**src/rtl/tsc_pkg.sv**
```systemverilog
`default_nettype none

package tsc_pkg;

  localparam int STAMP_W = 36;
  localparam int YEAR_W  = 12;
  localparam int MONTH_W = 4;
  localparam int DAY_W   = 5;
  localparam int HOUR_W  = 5;
  localparam int MIN_W   = 6;
  localparam int SEC_W   = 6;

  localparam int FRONT_STAGES = 6;
  localparam int BACK_STAGES  = 9;
  localparam int STAGES       = FRONT_STAGES + BACK_STAGES;

  localparam int Z_W   = 21;
  localparam int SOD_W = 17;
  localparam int DOE_W = 18;
  localparam int DOY_W = 9;
  localparam int YOE_W = 9;
  localparam int ERA_W = 3;

  // packed YYYYMMDD window
  localparam logic signed [STAMP_W-1:0] PACK_LO = 36'sd19000101;
  localparam logic signed [STAMP_W-1:0] PACK_HI = 36'sd29991231;

  // 397683 days of seconds: moves every input to a nonnegative count
  localparam logic [STAMP_W:0] SEC_OFF = 37'd34359811200;
  // 719468 - 397683
  localparam logic [Z_W-1:0]   Z_SHIFT = 21'd321785;

  localparam logic [20:0] DAYS_PER_ERA = 21'd146097;

  // ceil(2^S / d) reciprocals, exact over the ranges they see
  localparam logic [30:0] RCP_675   = 31'(((64'd1 << 40) / 64'd675) + 64'd1);
  localparam logic [25:0] RCP_100   = 26'(((64'd1 << 32) / 64'd100) + 64'd1);
  localparam logic [18:0] RCP_100B  = 19'(((64'd1 << 25) / 64'd100) + 64'd1);
  localparam logic [9:0]  RCP_100Y  = 10'(((64'd1 << 16) / 64'd100) + 64'd1);
  localparam logic [21:0] RCP_ERA   = 22'(((64'd1 << 39) / 64'd146097) + 64'd1);
  localparam logic [17:0] RCP_1460  = 18'(((64'd1 << 28) / 64'd1460) + 64'd1);
  localparam logic [17:0] RCP_36524 = 18'(((64'd1 << 33) / 64'd36524) + 64'd1);
  localparam logic [17:0] RCP_365   = 18'(((64'd1 << 26) / 64'd365) + 64'd1);
  localparam logic [11:0] RCP_153   = 12'(((64'd1 << 19) / 64'd153) + 64'd1);
  localparam logic [17:0] RCP_3600  = 18'(((64'd1 << 29) / 64'd3600) + 64'd1);
  localparam logic [12:0] RCP_60    = 13'(((64'd1 << 18) / 64'd60) + 64'd1);

  typedef struct packed {
    logic [Z_W-1:0]   z;
    logic [SOD_W-1:0] sod;
    logic             packed_date;
  } front_t;

  // day of year (from March 1) at which shifted month mp starts
  function automatic logic [DOY_W-1:0] month_start(input logic [3:0] mp);
    logic [DOY_W-1:0] r;
    case (mp)
      4'd0:    r = 9'd0;
      4'd1:    r = 9'd31;
      4'd2:    r = 9'd61;
      4'd3:    r = 9'd92;
      4'd4:    r = 9'd122;
      4'd5:    r = 9'd153;
      4'd6:    r = 9'd184;
      4'd7:    r = 9'd214;
      4'd8:    r = 9'd245;
      4'd9:    r = 9'd275;
      4'd10:   r = 9'd306;
      4'd11:   r = 9'd337;
      default: r = 9'd0;
    endcase
    return r;
  endfunction

endpackage

`default_nettype wire

```
**src/rtl/tsc_ctrl.sv**
```systemverilog
`default_nettype none

module tsc_ctrl (
  input  logic                       clk,
  input  logic                       rst,
  input  logic                       in_valid,
  input  logic                       out_ready,
  output logic                       in_ready,
  output logic                       out_valid,
  output logic [tsc_pkg::STAGES-1:0] en
);
  import tsc_pkg::*;

  logic [STAGES-1:0] valid;

  // a stage loads when some stage at or after it is empty, or the output drains
  always_comb begin
    for (int i = 0; i < STAGES; i++) begin
      en[i] = out_ready || ((valid | ((STAGES'(1) << i) - STAGES'(1))) != '1);
    end
  end

  always_ff @(posedge clk) begin
    if (rst) begin
      valid <= '0;
    end else begin
      valid <= (valid & ~en) | ({valid[STAGES-2:0], in_valid} & en);
    end
  end

  assign in_ready  = en[0];
  assign out_valid = valid[STAGES-1];

endmodule

`default_nettype wire

```
**config.mk**
```make
export PLATFORM = sky130hd
export DESIGN_NAME = tsc_ctrl
export DESIGN_NICKNAME = d
export VERILOG_FILES = /design/src/rtl/tsc_pkg.sv /design/src/rtl/tsc_ctrl.sv
export SDC_FILE = /design/constraint.sdc
export NUM_CORES = 1
export LEC_CHECK = 0
export ABC_AREA = 1
export BUFFER_PORTS_ARGS = -buffer_cell sky130_fd_sc_hd__buf_2
export CAP_MARGIN = 10
export CELL_PAD_IN_SITES_DETAIL_PLACEMENT = 1
export CELL_PAD_IN_SITES_GLOBAL_PLACEMENT = 2
export CORE_UTILIZATION = 25
export DETAILED_ROUTE_END_ITERATION = 6
export GPL_TIMING_DRIVEN = 0
export PLACE_DENSITY = 0.75
export SLEW_MARGIN = 15
export SYNTH_ARGS = -nofsm -noshare
export SYNTH_HDL_FRONTEND = slang
export SYNTH_SLANG_ARGS = --single-unit
export TNS_END_PERCENT = 50
```
**constraint.sdc**
```tcl
create_clock -name clk -period 1.6 [get_ports clk]
set_input_delay 0.48 -clock clk [delete_from_list [all_inputs] [get_ports clk]]
set_output_delay 0.48 -clock clk [all_outputs]
set_load 0.02 [all_outputs]
```
# Yosys cells after proc, flatten, opt, wreduce, memory -nomap -nowiden
# Cells that the tools add are included.
totals:
  out_inout_bits: 17
  register_bits: 15
  ramBits: 0
  latch_bits: 0
  input_bits: 4
  mem_count: 0
  elab_cells: 35
  mem_bits_ro: 0
classes:
  muxes: 0
  n_eq_ne: 14
  multipliers: 0
  n_div: 0
  order_cmp: 0
  shifts: 0
  add_sub_neg: 0
  bitwise: 5
  reduce_logical: 15
ops:
  columns: ["operator", "n"]
  rows:
  - ["15-bit AND", 2]
  - ["1-bit logical OR", 15]
  - ["15-bit != test (second input constant)", 1]
  - ["15-bit inverter", 1]
  - ["15-bit OR", 1]
  - ["14-bit != test (second input constant)", 1]
  - ["13-bit != test (second input constant)", 1]
  - ["12-bit != test (second input constant)", 1]
  - ["11-bit != test (second input constant)", 1]
  - ["10-bit != test (second input constant)", 1]
  - ["9-bit != test (second input constant)", 1]
  - ["8-bit != test (second input constant)", 1]
  - ["7-bit != test (second input constant)", 1]
  - ["6-bit != test (second input constant)", 1]
  - ["5-bit != test (second input constant)", 1]
  - ["4-bit != test (second input constant)", 1]
  - ["3-bit != test (second input constant)", 1]
  - ["2-bit != test (second input constant)", 1]
  - ["1-bit inverter", 1]

# Longest topological paths before layout
# Gate-level depths: netlist of the first run.
logic_depth:
  ltp_word: 5
  mapped_depth: 7
  mapped_depth_nobuf: 7

# Worst setup path after synthesis of the first run
# Ideal clock, no wire load.
synth_timing:
  path_kind: "input to output"
  from: "input port out_ready"
  to: "output port en[0] (netlist bit)"
  t_arrival_ns: 1.380
  path_slack_ns: -0.260
  required_time_ns: 1.120
  cell_stages: 7
  cell_sequence: "inv_1 > nand2_4 > nor2_8 > nand2_4 > nor2_2 > inv_1 > buf_4"
synth_via:
  elab_chain_len: 1
synth_rtl:
  columns: ["element", "line", "source"]
  rows:
  - ["start, declared", "tsc_ctrl.sv:7", "input logic out_ready,"]
  - ["1-bit logical OR", "tsc_ctrl.sv:19", "en[i] = out_ready || ((valid | ((STAGES'(1) << i) - STAGES'(1))) != '1);"]
  - ["end, declared", "tsc_ctrl.sv:10", "output logic [tsc_pkg::STAGES-1:0] en"]
# Every way passes these cells.

# Worst setup path in the final report of the first run
# Same ends and word-level chain as after synthesis.

==> results of run 1 <==
layout by cell type (no fill, tap or decap), types with 2 or more instances in the layout:
master / instances
sky130_fd_sc_hd__nor2_1: 8
sky130_fd_sc_hd__a21oi_1: 9
sky130_fd_sc_hd__buf_6: 14
sky130_fd_sc_hd__buf_4: 21
sky130_fd_sc_hd__dfxtp_2: 11
sky130_fd_sc_hd__buf_2: 10
sky130_fd_sc_hd__inv_2: 2
sky130_fd_sc_hd__clkbuf_4: 3
sky130_fd_sc_hd__nand2_1: 7
sky130_fd_sc_hd__inv_1: 14
sky130_fd_sc_hd__nor2_2: 6
sky130_fd_sc_hd__nand2_2: 8
sky130_fd_sc_hd__dfxtp_4: 3
sky130_fd_sc_hd__nor2_4: 7
sky130_fd_sc_hd__nand2_4: 5
Yosys cell counts:
library cell / number
sky130_fd_sc_hd__nand3_1: 1
sky130_fd_sc_hd__inv_2: 1
sky130_fd_sc_hd__dfxtp_1: 15
sky130_fd_sc_hd__nand4_2: 2
sky130_fd_sc_hd__inv_1: 17
sky130_fd_sc_hd__nand4_1: 1
sky130_fd_sc_hd__buf_2: 1
sky130_fd_sc_hd__nor2_1: 10
sky130_fd_sc_hd__nand2_4: 4
sky130_fd_sc_hd__nand3_2: 1
sky130_fd_sc_hd__buf_4: 1
sky130_fd_sc_hd__a21oi_1: 9
sky130_fd_sc_hd__nor2_2: 8
sky130_fd_sc_hd__nand2_2: 3
sky130_fd_sc_hd__nand2_1: 14
sky130_fd_sc_hd__nor2_4: 3
sky130_fd_sc_hd__a21oi_2: 1
sky130_fd_sc_hd__nor2_8: 1
power by group:
group	internal [uW]	leakage, uW	switching [uW]
Clock	92.9	0.0000177	129
Combinational	9.96	0.000465	18.4
Sequential	372	0.000129	3.15
Total	475	0.000612	150
worst min-delay path: stages:
cell and delay [ns]:
sky130_fd_sc_hd__buf_2 0.08, sky130_fd_sc_hd__nor2_1 0.04, sky130_fd_sc_hd__nor2_2 0.06
routing by layer:
| layer | vias up | wire [microns] | GRT usage [%] |
|---|---|---|---|
| li1 | 378 | - | - |
| met1 | 372 | 768 | 14.9 |
| met2 | 14 | 1230 | 25.9 |
| met3 | 4 | 66 | 3.00 |
| met4 | 0 | 38 | 6.27 |
| met5 | - | 0 | 0 |
layout make-up:
type	count	area, sq um	area share, %
buffer	2	16.3	1.27
tap	31	38.8	3.02
inverter	18	86.3	6.73
sequential	15	325	25.3
clock inverter	1	5.00	0.390
multi-input combinational	58	440	34.3
timing repair buffer	43	349	27.2
clock buffer	3	22.5	1.75
kinds of logic after synthesis:
| kind of cell | after synthesis | synth area share, % |
|---|---|---|
| AO/OA/AOI/OAI | 10 | 7.29 |
| buffers and inverters | 20 | 10.8 |
| AND/OR/NAND/NOR | 48 | 41.2 |
| flip-flops | 15 | 40.7 |
stage by stage:
step	hold slack [ns]	instance area, sq um
after CTS	0.388	1140
final	0.399	1280
after global placement	0.446	917
after floorplan	0.436	778
after detailed placement	0.457	917
after global routing	0.406	1280
worst min path at each step:
stage / endpoint / slack (ns) / cells past startpoint
final: flop / 0.40 / 3
after global routing: flop / 0.41 / 3
after CTS: flop / 0.39 / 3
after detailed placement: flop / 0.46 / 2
after global placement: flop / 0.45 / 2
after floorplan: flop / 0.44 / 2
repair_timing:
item                                    4_1_cts  5_1_grt
setup buffers                                13       10
pin swaps                                    11        6
hold buffers                                  0        0
endpoints found under the setup margin       13       15
gates resized for setup                      35       22
==> results.md, run 1 <==
- The starting DRC count in detailed routing is 9.
- The die covers about 3200 sq um.
- The clock tree root driver cell is sky130_fd_sc_hd__clkbuf_4.
- Setup violations remaining at the end of the flow were counted as 14.
- The area of the core is around 2800 sq um.
- Setup slack on the worst reg-to-reg path comes out at around 0.43 ns.
- The layout-stage area growth over the synthesis result is 73.9%.
- The die height is about 56 microns.
- The detailed-route wire length is approximately 2100 microns.
- The warning count from the yosys run is 0.
- The minimum setup slack in the final design is -0.245 ns.
- Of all nets on the critical path, the largest fanout is 6.
- The post-detailed-route wirelength per cell is approximately 12 microns.
- For the pin with the worst max-slew slack, the measured transition is approximately 0.25 ns.
- After detailed routing, the number of remaining DRC violations is 0.
- The number of buffers added by the clock tree synthesis step is 3.
- For this design, the sink count on the clock tree is 15.
- The final cell count without fillers is 171.
- The number of hold violations in the final report is 0.
- The flop and latch count out of synthesis is 15.
- The maximum single-stage delay on the critical path is 0.16 ns.
- The minimum setup slack after placement is -0.376 ns.
- Setup repair after global routing could not meet its margin everywhere.
- The maximum clock insertion buffer count is 2.
- The clock tree from TritonCTS is built.
- The floorplan step set the die width to roughly 56 microns.
- In this run, placement finished with an instance count of 144.
- The mapped netlist covers approximately 740 sq um.
- The worst-path cell with the longest stage delay is sky130_fd_sc_hd__nor2_8.
- The global router's overall resource usage is around 14%.
- The first-pass GRT wire length is between 3000 and 4000 microns.
- The number of antenna violations at the first check in global routing is 0.
- The critical path launch point is out_ready.
- Clock latency on the worst-skew pair, taken at its later pin, is a little under 0.3 ns.
- 21 I/O pins were placed.
- The post-layout utilization of the core is ~46%.
- The flow ran to the end, but the final reports show violations.
- The number of nets handed over by synthesis was 97.
- The worst IR drop on VDD is about 420 uV.
- The global placer's final weighted congestion is between 0.7 and 0.8.
- The worst-case headroom to the max-slew limit is approximately 83%.
- The remaining global-route overflow is 0.
- The number of antenna diodes in the final layout is 0.
- The half-perimeter wire length of the detailed placement result is 1290 microns.
- The synthesized design devotes to its leading area cell type between 40% and 50% of total area.
- The maximum frequency from static timing analysis is approximately 540 MHz.
- The clock period minus final worst setup slack is around 1.8 ns.
- Traced cell by cell, the critical path runs through buf_4 > inv_16 > nand2_8 > nor2_8 > nand2_4 > nor2_4 > inv_4 > buf_6 > buf_6.
- By area the synthesized netlist is led by sky130_fd_sc_hd__dfxtp_1 (41%), sky130_fd_sc_hd__inv_1 (8.6%), sky130_fd_sc_hd__nand2_1 (7.1%).
- The final clock period utilization by the worst path is 115%.
- The number of nets in the finished design is between 100 and 150.
- Among cell families on the critical path, the largest total delay comes from buffers and inverters.
- Entering global routing, the biggest net connects 11 pins.
- Overall power consumption after layout is estimated at 626 uW.
- The most numerous cell on the critical path is sky130_fd_sc_hd__buf_6.
- Dividing the detail-routed via count by the number of cells gives about 4.5.
- The sequential-to-total area share from yosys stat is a little over 40%.
- The total stage count of the critical path is 9.
- The final max-slew violation count is 0.
- Counting both buffers and inverters, the worst setup path holds a total of 5.
- The first detailed-routing pass ran for 2 iterations.
- The checks that failed: setup timing.
- The worst setup path is captured at a primary output.
- STA puts the critical path data arrival time at between 1 and 1.5 ns.
- The initial cell density of the core is 26.5%.
- The analysis attributes to cell leakage a power of roughly 0.00061 uW.
- The clock input transition at the sequential cells of the worst setup and hold paths is ~0.09 ns.
- The worst register-to-register path has a depth of 8.
- STA classifies the critical path startpoint as a primary input.
- The filler cells instantiated in the layout total approximately 350.
- The data required time at the worst endpoint is about 1.1 ns.
- For the final database, setup skew stands at roughly 0.0096 ns.
- The setup path with the least slack is of type in2out.
- The worst hold path begins at in_valid.
- The number of rows in the core area is 19.
- The fraction of layout cells with a size suffix above 1 is just over 70%.
- The total vias in the final route is 768.
- The via count of the first global-routing pass is between 700 and 800.
- A synthesized cell averages slightly below 8 sq um.
- The number of H-tree levels is 1.
- For the final routed database, the setup TNS stands at -2.22 ns.
- The antenna violation net count after detailed routing is 0.
- The netlist uses 18 different library cells.
- sky130_fd_sc_hd__dfxtp_1 takes more of the synthesized area than any other cell.
- The total power divided by cell area is ~490 nW/um^2.
- The critical path ends at en[0].
- During placement, the flow inserted port buffers numbering 20.
- The max capacitance violation total is 0.
- The min-delay analysis places its worst path in the category in2reg.
- The number of cells produced by synthesis is 93.
Power figures use the tool's default switching activity.
==> inputs of run 2 (changes only) <==
--- a/config.mk
+++ b/config.mk
@@ -14,6 +14,7 @@
 export DETAILED_ROUTE_END_ITERATION = 6
 export GPL_TIMING_DRIVEN = 0
 export PLACE_DENSITY = 0.75
+export SKIP_CTS_REPAIR_TIMING = 1
 export SLEW_MARGIN = 15
 export SYNTH_ARGS = -nofsm -noshare
 export SYNTH_HDL_FRONTEND = slang
==> run 2 against run 1 <==
Net effect: the flow still finishes with violations (setup timing); power grew 0.72%; setup slack lost 0.033 ns; die area is the same; combinational power shrank 8.8%; cell area shrank 11%; fmax shrank 1.7%; critical path type unchanged; largest power group unchanged.
==> results.md, run 2 (same netlist as run 1, synthesis figures left out) <==
- The run finished, with violations left.
- The checks that failed: setup timing.
- The transition time at the pin with the least slew margin is 0.249 ns.
- The clock net in this run drives a total of 15 sinks.
- Across the VDD grid, the largest voltage drop is 424 uV.
- The data arrival time of the worst path is 1.40 ns.
- The clock period minus final worst setup slack is between 1.5 and 2 ns.
- The tree is rooted in a sky130_fd_sc_hd__clkbuf_4.
- The kind of critical path is in2out.
- The static leakage is roughly 0.0005 uW.
- The clock reaches the later pin of the worst-skew pair after between 0.2 and 0.3 ns.
- The total power divided by cell area is about 550 nW/um^2.
- The minimum setup slack after placement is -0.376 ns.
- For the worst setup path, the data required time is 1.12 ns.
- The HPWL after detailed placement is 1290 microns.
- In this run the deepest clock path goes through 2 buffers.
- The number of rows in the core area is 19.
- The minimum setup slack in the final design is -0.277 ns.
- The largest net degree at the start of global routing is 11.
- The global placer's final weighted congestion is slightly above 0.7.
- The initial cell density of the core is 26.5%.
- STA classifies the critical path startpoint as a primary input.
- For this design the top-level I/O count stands at 21.
- The number of hold violations in the final report is 0.
- The global router's overall resource usage is 11.5%.
- The number of antenna violations at the first check in global routing came to 0.
- The total overflow left after global routing is 0.
- Timing would allow up to 533 MHz.
- The post-detailed-route wirelength per cell is ~11 microns.
- The post-route netlist has 66.4% of its cells at a drive strength greater than 1.
- The max capacitance violation total is 0.
- The die span in x is roughly 56 microns.
- The number of vias per cell is roughly 4.4.
- The detailed-route wire length is about 1800 microns.
- The area of the core is approximately 2800 sq um.
- The worst-case headroom to the max-slew limit is around 83%.
- The first global-routing pass estimated 2780 microns of wire.
- The final max-slew violation count is 0.
- The clock input transition at the sequential cells of the worst setup and hold paths is roughly 0.09 ns.
- For this run, design rule violations remaining after detail routing come to 0.
- The via count of the first global-routing pass came to ~620.
- The antenna violation net count after detailed routing is 0.
- The final clock period utilization by the worst path is 117%.
- The largest clock skew in the final design is between 0.007 and 0.008 ns.
- Buffers inserted during clock tree synthesis total 3.
- The count of final setup violators is 14.
- The maximum fanout count along the critical path is 4.
- After the last flow step, the layout net total stands at 133.
- The worst hold path belongs to the class in2reg.
- In this run the tool buffered the top-level ports with 20 buffer cells.
- TritonCTS built the clock tree.
- The number of antenna repair diodes is 0.
- Relative to the synthesized area, the layout overhead comes to 54.2%.
- The die is about 56 microns tall.
- The routed layout has a little under 700 vias.
- Setup repair after global routing could not meet its margin everywhere.
- The first TritonRoute pass finished after 3 iterations.
- The critical path capture point type is a primary output.
- The number of H-tree levels is 1.
- In the final timing run, aggregate negative setup slack is -2.49 ns.
- In the layout the commonest cells are sky130_fd_sc_hd__inv_1 (14), sky130_fd_sc_hd__buf_2 (14), sky130_fd_sc_hd__dfxtp_2 (13).
- The area enclosed by the die boundary is about 3200 sq um.
- The detailed router finished its first iteration with 3 violations.
==> run 2: worst max-delay path: stages <==
cell                      delay (ns)
sky130_fd_sc_hd__buf_2          0.16
sky130_fd_sc_hd__inv_16         0.07
sky130_fd_sc_hd__nand2_8        0.06
sky130_fd_sc_hd__nor2_8         0.15
sky130_fd_sc_hd__buf_12         0.14
sky130_fd_sc_hd__nand2_8        0.05
sky130_fd_sc_hd__nor2_4         0.13
sky130_fd_sc_hd__inv_2          0.04
sky130_fd_sc_hd__buf_6          0.12
==> run 2: power breakdown <==
| part | total, uW | switching, uW | internal [uW] | leakage, uW |
|---|---|---|---|---|
| Clock | 225 | 132 | 93.0 | 0.0000177 |
| Sequential | 379 | 3.04 | 376 | 0.000129 |
| Combinational | 25.9 | 16.9 | 9.00 | 0.000364 |
| Total | 630 | 152 | 478 | 0.000510 |
==> run 2: layer usage <==
layer | global-route usage (%) | routed length, microns | vias up
li1 | - | - | 353
met1 | 13.9 | 764 | 325
met2 | 18.5 | 963 | 14
met3 | 3.00 | 64 | 4
met4 | 6.27 | 27 | 0
met5 | 0 | 0 | -
==> run 2: cell type report <==
cell class / instances / area [sq um]
inverters: 18 / 86.3
flip-flops and latches: 15 / 320
multi-input cells: 58 / 418
repair buffers: 31 / 231
clock buffers: 3 / 22.5
clock inverters: 1 / 5.00
well taps: 31 / 38.8
plain buffers: 2 / 16.3
fillers: 355 / 1640
==> run 2: path summary, 6_finish.rpt <==
kind | start | to | slack [ns] | cells after the start
max | out_ready | en[1] | -0.28 | 9
min | in_valid | flop | 0.39 | 3
max reg2reg | flop | flop | 0.39 | 8
min reg2reg | flop | flop | 0.46 | 2
==> run 2: through the flow <==
step | instance area (sq um) | util, % | hold WS, ns | std cells | total power [uW]
detailed placement | 917 | 33.0 | 0.457 | 144 | 416
finish | 1140 | 40.9 | 0.395 | 159 | 630
global route | 1140 | 40.9 | 0.404 | 159 | 658
global placement | 917 | 33.0 | 0.446 | 144 | 415
floorplan | 778 | - | 0.436 | 93 | 403
CTS | 945 | 34.0 | 0.389 | 148 | 649
